**src/hdl/i2r_pkg.sv**
```systemverilog
// ----------------------------------------------------------------------------
// i2r_pkg
// Shared types and constants for the integer to radix-digit converter.
// ----------------------------------------------------------------------------
package i2r_pkg;

  localparam int VALUE_W        = 64;
  localparam int DIGIT_W        = 14;
  localparam int POS_W          = 3;
  localparam int COUNT_W        = 7;
  localparam int CHUNK_W        = 16;
  localparam int RADIX_DEF      = 10000;
  localparam int MAX_DIGITS_DEF = 5;

  localparam logic [1:0] SIGN_ZERO = 2'd0;
  localparam logic [1:0] SIGN_POS  = 2'd1;
  localparam logic [1:0] SIGN_NEG  = 2'd2;

  typedef struct packed {
    logic [VALUE_W-1:0] value_bits;
    logic               signed_mode;
  } in_t;

  typedef struct packed {
    logic [1:0]         sign_code;
    logic [DIGIT_W-1:0] digit;
    logic [POS_W-1:0]   position;
    logic [POS_W-1:0]   digit_count;
    logic               last;
  } out_t;

  // classified item passed from the front end to the digit engine
  typedef struct packed {
    logic [1:0]         sign_code;
    logic [VALUE_W-1:0] magnitude;
  } job_t;

endpackage

```
**src/hdl/i2r_front.sv**
```systemverilog
// ----------------------------------------------------------------------------
// i2r_front
// Splits an incoming value into sign code and unsigned magnitude.
// ----------------------------------------------------------------------------
module i2r_front
  import i2r_pkg::*;
(
  input  in_t  request,
  output job_t job
);

  logic               negative;
  logic [VALUE_W-1:0] mag;

  assign negative = request.signed_mode & request.value_bits[VALUE_W-1];
  // most negative input wraps to unsigned 2^63, which is the right magnitude
  assign mag      = negative ? ({VALUE_W{1'b0}} - request.value_bits) : request.value_bits;

  assign job.magnitude = mag;
  assign job.sign_code = (mag == '0) ? SIGN_ZERO : (negative ? SIGN_NEG : SIGN_POS);

endmodule

```
**src/hdl/i2r_queue.sv**
```systemverilog
// ----------------------------------------------------------------------------
// i2r_queue
// Two-entry queue between the front end and the digit engine.
// ----------------------------------------------------------------------------
module i2r_queue
  import i2r_pkg::*;
(
  input  logic clk,
  input  logic rst,
  input  logic push,
  input  job_t push_job,
  input  logic pop,
  output logic full,
  output logic pop_valid,
  output job_t pop_job
);

  job_t       entries [2];
  logic       wr_ptr;
  logic       rd_ptr;
  logic [1:0] fill;
  logic       do_push;
  logic       do_pop;

  assign full      = (fill == 2'd2);
  assign pop_valid = (fill != 2'd0);
  assign pop_job   = entries[rd_ptr];
  assign do_push   = push & ~full;
  assign do_pop    = pop & pop_valid;

  always_ff @(posedge clk) begin
    if (do_push) begin
      entries[wr_ptr] <= push_job;
    end
  end

  always_ff @(posedge clk) begin
    if (rst) begin
      wr_ptr <= 1'b0;
      rd_ptr <= 1'b0;
      fill   <= 2'd0;
    end else begin
      if (do_push) begin
        wr_ptr <= ~wr_ptr;
      end
      if (do_pop) begin
        rd_ptr <= ~rd_ptr;
      end
      case ({do_push, do_pop})
        2'b10:   fill <= fill + 2'd1;
        2'b01:   fill <= fill - 2'd1;
        default: fill <= fill;
      endcase
    end
  end

endmodule

```
**src/hdl/i2r_back.sv**
```systemverilog
// ----------------------------------------------------------------------------
// i2r_back
// Digit engine: repeated division by the radix, one 16-bit chunk of the value
// at a time by reciprocal multiplication, then emission of the most
// significant digits.
// ----------------------------------------------------------------------------
module i2r_back
  import i2r_pkg::*;
#(
  parameter int RADIX      = RADIX_DEF,
  parameter int MAX_DIGITS = MAX_DIGITS_DEF
) (
  input  logic clk,
  input  logic rst,
  input  logic job_valid,
  input  job_t job,
  output logic job_pop,
  output logic strobe,
  output out_t result
);

  localparam int DVD_W   = 2 * CHUNK_W;
  localparam int RCP_W   = DVD_W + 1;
  localparam int PROD_W  = DVD_W + RCP_W;
  localparam int RADIX_L = $clog2(RADIX);
  localparam int SHIFT   = DVD_W + RADIX_L;
  localparam int KW      = $clog2(MAX_DIGITS + 1);
  localparam int CHUNKS  = VALUE_W / CHUNK_W;
  localparam int CC_W    = (CHUNKS > 1) ? $clog2(CHUNKS) : 1;
  // ceil(2^SHIFT / RADIX): exact quotient for any 32-bit dividend
  localparam longint unsigned RECIP_V =
    ((64'd1 << SHIFT) + 64'(RADIX) - 64'd1) / 64'(RADIX);
  localparam logic [RCP_W-1:0] RECIP   = RCP_W'(RECIP_V);
  localparam logic [DVD_W-1:0] RADIX_C = DVD_W'(RADIX);

  localparam logic [1:0] ST_IDLE = 2'd0;
  localparam logic [1:0] ST_MUL  = 2'd1;
  localparam logic [1:0] ST_FIX  = 2'd2;
  localparam logic [1:0] ST_EMIT = 2'd3;

  logic [1:0]         state;
  logic [1:0]         sign;
  logic [VALUE_W-1:0] num;
  logic [CHUNK_W-1:0] rem;
  logic [PROD_W-1:0]  prod;
  logic [CC_W-1:0]    chunk_cnt;
  logic [COUNT_W-1:0] count;
  logic [KW-1:0]      emit_n;
  logic [KW-1:0]      k;
  logic [DIGIT_W-1:0] digit_store [MAX_DIGITS];

  logic [DVD_W-1:0]   dvd;
  logic [CHUNK_W-1:0] quo;
  logic [DVD_W-1:0]   quo_r;
  logic [CHUNK_W-1:0] rem_next;
  logic [VALUE_W-1:0] num_next;
  logic               last_chunk;
  logic [COUNT_W-1:0] count_inc;
  logic [KW-1:0]      k_inc;

  // partial dividend: running remainder over the next chunk, MS chunk first
  assign dvd        = {rem, num[VALUE_W-1 -: CHUNK_W]};
  assign quo        = prod[SHIFT +: CHUNK_W];
  assign quo_r      = DVD_W'(quo) * RADIX_C;
  assign rem_next   = CHUNK_W'(dvd - quo_r);
  assign num_next   = {num[VALUE_W-CHUNK_W-1:0], quo};
  assign last_chunk = (chunk_cnt == CC_W'(CHUNKS - 1));

  assign count_inc = count + COUNT_W'(1);
  assign k_inc     = k + KW'(1);
  assign job_pop   = (state == ST_IDLE) & job_valid;

  // digit store: shift in during division, shift out during emission
  always_ff @(posedge clk) begin
    if (state == ST_FIX && last_chunk) begin
      digit_store[0] <= DIGIT_W'(rem_next);
      for (int i = 1; i < MAX_DIGITS; i++) begin
        digit_store[i] <= digit_store[i-1];
      end
    end else if (state == ST_EMIT) begin
      for (int i = 0; i < MAX_DIGITS - 1; i++) begin
        digit_store[i] <= digit_store[i+1];
      end
    end
  end

  always_ff @(posedge clk) begin
    if (rst) begin
      state     <= ST_IDLE;
      strobe    <= 1'b0;
      chunk_cnt <= '0;
      count     <= '0;
      k         <= '0;
      emit_n    <= '0;
    end else begin
      case (state)
        ST_IDLE: begin
          strobe <= job_valid && (job.sign_code == SIGN_ZERO);
          if (job_valid) begin
            sign      <= job.sign_code;
            num       <= job.magnitude;
            rem       <= '0;
            chunk_cnt <= '0;
            count     <= '0;
            if (job.sign_code == SIGN_ZERO) begin
              result.sign_code   <= SIGN_ZERO;
              result.digit       <= '0;
              result.position    <= '0;
              result.digit_count <= '0;
              result.last        <= 1'b1;
            end else begin
              state <= ST_MUL;
            end
          end
        end
        ST_MUL: begin
          strobe <= 1'b0;
          prod   <= PROD_W'(dvd) * PROD_W'(RECIP);
          state  <= ST_FIX;
        end
        ST_FIX: begin
          strobe <= 1'b0;
          num    <= num_next;
          if (last_chunk) begin
            // digit complete: restart the remainder for the next one
            rem       <= '0;
            chunk_cnt <= '0;
            count     <= count_inc;
            if (num_next == '0) begin
              state  <= ST_EMIT;
              k      <= '0;
              emit_n <= (count_inc >= COUNT_W'(MAX_DIGITS)) ? KW'(MAX_DIGITS)
                                                            : KW'(count_inc);
            end else begin
              state <= ST_MUL;
            end
          end else begin
            rem       <= rem_next;
            chunk_cnt <= chunk_cnt + CC_W'(1);
            state     <= ST_MUL;
          end
        end
        ST_EMIT: begin
          strobe             <= 1'b1;
          result.sign_code   <= sign;
          result.digit       <= digit_store[0];
          result.position    <= POS_W'(k);
          result.digit_count <= count[POS_W-1:0];
          result.last        <= (k_inc == emit_n);
          k                  <= k_inc;
          if (k_inc == emit_n) begin
            state <= ST_IDLE;
          end
        end
        default: begin
          strobe <= 1'b0;
          state  <= ST_IDLE;
        end
      endcase
    end
  end

  a_no_strobe_in_div: assert property (@(posedge clk) disable iff (rst)
    (state == ST_MUL || state == ST_FIX) |-> !strobe)
    else $error("result strobe while dividing");

  a_rem_below_radix: assert property (@(posedge clk) disable iff (rst)
    (state == ST_FIX) |-> (DVD_W'(rem) < RADIX_C))
    else $error("running remainder not below radix");

  a_last_returns_idle: assert property (@(posedge clk) disable iff (rst)
    (strobe && result.last) |-> (state == ST_IDLE))
    else $error("last result delivered but engine not idle");

  a_emit_in_range: assert property (@(posedge clk) disable iff (rst)
    (state == ST_EMIT) |-> (k < emit_n))
    else $error("emission index past digit count");

  a_emit_nonzero: assert property (@(posedge clk) disable iff (rst)
    (state == ST_EMIT) |-> (emit_n != '0 && count != '0))
    else $error("emission with no digits");

endmodule

```
**src/hdl/int_to_radix_digits.sv**
```systemverilog
// Each radix digit takes four 16-bit chunks, each a multiply step then a
// correct step; then up to MAX_DIGITS digits are emitted, most significant
// first. A zero value is answered straight from idle. The engine takes a
// new item only when idle, after its last result; a two-entry queue buffers
// ahead.
// Reset (rst, synchronous): queue empties, engine idles; results never stall.
// ----------------------------------------------------------------------------
// int_to_radix_digits
// Converts a signed or unsigned 64-bit value to base-RADIX digits, most
// significant first, with sign, position, digit count and last marker.
// ----------------------------------------------------------------------------
module int_to_radix_digits
  import i2r_pkg::*;
#(
  parameter int RADIX      = RADIX_DEF,
  parameter int MAX_DIGITS = MAX_DIGITS_DEF
) (
  input  logic clk,
  input  logic rst,
  input  logic start,
  output logic busy,
  input  in_t  request,
  output logic strobe,
  output out_t result
);

  job_t front_job;
  job_t queue_job;
  logic queue_full;
  logic queue_valid;
  logic queue_pop;

  assign busy = queue_full;

  i2r_front u_front (
    .request (request),
    .job     (front_job)
  );

  i2r_queue u_queue (
    .clk       (clk),
    .rst       (rst),
    .push      (start),
    .push_job  (front_job),
    .pop       (queue_pop),
    .full      (queue_full),
    .pop_valid (queue_valid),
    .pop_job   (queue_job)
  );

  i2r_back #(
    .RADIX      (RADIX),
    .MAX_DIGITS (MAX_DIGITS)
  ) u_back (
    .clk       (clk),
    .rst       (rst),
    .job_valid (queue_valid),
    .job       (queue_job),
    .job_pop   (queue_pop),
    .strobe    (strobe),
    .result    (result)
  );

endmodule
```
**config.mk**
```make
export PLATFORM = sky130hd
export DESIGN_NAME = int_to_radix_digits
export DESIGN_NICKNAME = d
export VERILOG_FILES = /design/src/hdl/i2r_pkg.sv /design/src/hdl/i2r_front.sv /design/src/hdl/i2r_queue.sv /design/src/hdl/i2r_back.sv /design/src/hdl/int_to_radix_digits.sv
export SDC_FILE = /design/constraint.sdc
export NUM_CORES = 2
export LEC_CHECK = 0
export BUFFER_PORTS_ARGS = -buffer_cell sky130_fd_sc_hd__buf_2
export CAP_MARGIN = 10
export CORE_ASPECT_RATIO = 1.2
export CORE_MARGIN = 2
export CORE_UTILIZATION = 45
export CTS_BUF_LIST = sky130_fd_sc_hd__clkbuf_2
export DETAILED_ROUTE_END_ITERATION = 6
export HOLD_SLACK_MARGIN = 0.06
export PLACE_DENSITY = 0.73
export SETUP_SLACK_MARGIN = 0.02
export SLEW_MARGIN = 20
export SYNTH_ARGS = -nofsm -noshare
export SYNTH_HDL_FRONTEND = slang
export SYNTH_SLANG_ARGS = --single-unit
```
**constraint.sdc**
```tcl
create_clock -name clk -period 8.45 [get_ports clk]
set_input_delay 1.69 -clock clk [delete_from_list [all_inputs] [get_ports clk]]
set_output_delay 1.69 -clock clk [all_outputs]
set_load 0.01 [all_outputs]
```
==> results.toml <==
[sta]
totalNegativeSetupSlack_ns = 0
setup_violations = 0
fin_crit_ns = 8.27
max_slew_margin = 0.266
slew_violations = 0
rsz0062_at_grt = "false"
tightest_slew_ns = 1.07
clock_skew_ns = 0.0772
max_freq_mhz = 121
hold_viol = 0
fin_crit_sh = 0.978

[min_path]
hold_path_depth = 0
hold-path-endpoint = "u_back.digit_store[4][11]"
hp-class = "reg -> reg"
hp-start = "u_back.digit_store[3][11]"

[critical_path]
reg2regPathDepth = 22
rr_startpoint = "u_back.num[55]"
path_buf_inv = 4
cp_max_fo = 10
worst_path_largest_cell_delay_ns = 0.75
critPathRequiredTime_ns = 9.14
worstPathArrival_ns = 8.95
worstSetupStartpointType = "flop"
end_kind = "flop"
reg2reg_slack_ns = 0.18
criticalPathCategory = "reg -> reg"
cp_top_family = "adder cells"
cp_common_cell = "fa_1"
critPathSlowestCell = "edfxtp_1"
crit_chain = "ha_1 > xor2_1 > ha_1 > fa_1 > inv_1 > fa_1 > inv_1 > fa_1 > fa_1 > fa_1 > inv_1 > fa_1 > inv_1 > ha_1 > a21oi_1 > o21ai_0 > a2111oi_0 > a211o_1 > o2111ai_1 > nor4bb_1 > or2_2 > o311ai_0"
r2r_end = "u_back.prod[60]"

[grt]
grt_pass1_wl_um = 137000
grt_pass1_vias = 24500
antenna_found_initial = 2
grt_max_degree = 128
grtUsageTotal = 0.227
gr-total-overflow = 0

[routing]
wl_per_cell_um = 19.8
dr.pass1.iters = 5
drc = 0
via_per_inst = 5.24
postRouteAntennaNets = 0
via_count = 23000
drtIter0Drc = 1408
routed_wl_um = 87100

[clock_network]
cts_resized = 0
cts_sinks = 346
worstSkewPairLatency_ns = 0.95
clkTransAtPathRegs_ns = 0.12
root_buffer = "clkbuf_2"
cts_tree = "built"
clock_path_buffers = 3
cts_buffers = 80
htree_levels = 3

[floorplanning]
die_area_sq_um = 78200
die_w_um = 256
core-area_sq_um = 75100
rows = 110
fp.dieH_um = 306
io_pins = 93
initial_core_util = 0.455

[synth]
ys.flop_type = "edfxtp_1"
yosysTopAreaCellShare = 0.284
synth.area.top_cells = "edfxtp_1 28%, fa_1 26%, ha_1 15%"
syn-cell-area_sq_um = 34200
ys_seq_area_frac = 0.297
synth_cell_type_count = 78
synthCells = 3173
synth_async_sr_flop_share = 0
syn-num-nets = 4083
avgSynthCellArea_sq_um = 10.8
post-synth-top-area-cell = "edfxtp_1"
ys_ff_latch = 346
synth_enable_flop_cells = 323
yosys_warnings = 0

[final_layout]
area.growth.synth_to_final_pct = 7.61
drive_above_1_share = 0.0901
finalNetCount = 4236
layout.cells.most_common_list = "688 x inv_1, 437 x fa_1, 405 x ha_1"
instances_no_fill = 4394
layout_commonest_cell = "inv_1"
fin_area_sq_um = 36800

[placed_design]
place_area_sq_um = 36000
gp_congestion = 1.01
dp_cells = 4241
hpwl_um = 72100
portBuffers = 92

[flow_run]
drv_cap = 0

[run_status]
outcome = "completed"
[flip-flops by register name, summed over array words and instances (netlist names), named ones only]
| name | count |
|---|---|
| u_queue.entries | 132 |
| u_back.digit_store | 70 |
| u_back.result | 23 |
| u_back.count | 7 |
| u_back.k | 3 |
| u_back.rem | 16 |
| u_back.strobe | 1 |
| u_back.emit_n | 3 |
| u_queue.wr_ptr | 1 |
| u_queue.fill | 2 |
| u_back.sign | 2 |
| u_back.state | 2 |
| u_queue.rd_ptr | 1 |
| u_back.prod | 16 |
| u_back.chunk_cnt | 2 |
| u_back.num | 64 |
[synthesized netlist by cell type (5+ instances only)]
cell type and number:
and2_1 20, o2111ai_1 6, or3_1 14, o31ai_1 7, nand2b_1 18, nor4b_1 5
mux2i_1 69, ha_1 405, dfxtp_1 23, o211ai_1 8, o21ai_0 128, nand3_1 22
mux2_2 7, a21o_1 28, buf_1 11, fa_1 437, a31oi_1 26, a211oi_1 7
o21bai_1 5, a21boi_0 6, nand3b_1 5, a41oi_1 6, nor3_1 31, nand2_1 293
xor2_1 57, and3_1 35, nand4_1 19, nor3b_1 5, edfxtp_1 323, or4_1 12
inv_1 688, nor2b_1 13, xnor2_1 82, o21a_1 7, nor2_1 111, or2_2 9
nor4_1 26, a21oi_1 70, clkbuf_1 57
[worst max-delay path by stage]
stage                   startpoint         endpoint  slack [ns]  depth (start not counted)
floorplan           u_back.num[55]  u_back.prod[56]        1.32                         23
global route        u_back.num[55]  u_back.prod[60]        0.03                         22
global placement    u_back.num[58]  u_back.prod[56]        0.24                         23
finish              u_back.num[55]  u_back.prod[60]        0.18                         22
CTS                 u_back.num[57]  u_back.prod[60]        0.09                         22
detailed placement  u_back.num[57]  u_back.prod[60]        0.12                         22
[area by class of cell]
class | instances | area, sq um
fillers | 6932 | 38300
multi-input cells | 2066 | 21200
flip-flops and latches | 346 | 10200
inverters | 688 | 2580
well taps | 1008 | 1260
repair buffers | 144 | 851
clock buffers | 109 | 546
clock inverters | 31 | 185
diodes | 2 | 5.00
[cells by family (layout without fill, tap and decap cells)]
family | Yosys count | in the layout | synth area share
AO/OA/AOI/OAI | 350 | 350 | 0.0639
XOR/XNOR | 139 | 139 | 0.0356
adder cells (fa/ha/maj) | 842 | 842 | 0.404
buffers and inverters | 761 | 972 | 0.0841
flip-flops | 346 | 346 | 0.297
multiplexers | 76 | 76 | 0.0225
other | 0 | 2 | 0
AND/OR/NAND/NOR | 659 | 659 | 0.0928
[metrics by stage]
stage | util | setup slack, ns | hold slack (ns)
after floorplan | - | 1.32 | 0.426
after global placement | 0.479 | 0.236 | 0.429
after detailed placement | 0.479 | 0.115 | 0.434
after CTS | 0.489 | 0.0899 | 0.445
after global routing | 0.490 | 0.0319 | 0.469
final | 0.490 | 0.183 | 0.456
[per-layer routing]
metal	track usage	share of wire
met5	0	0
met4	0.0978	0.043
met3	0.0242	0.044
met2	0.417	0.52
met1	0.267	0.39
[repair_timing]
action                                  in CTS  in global routing
hold buffers                                 0                  0
endpoints found under the setup margin       0                  4
buffers inserted                             0                 11
Power is not shown: default switching activity piles up to over one toggle a cycle in this logic, so the estimate is an artifact.
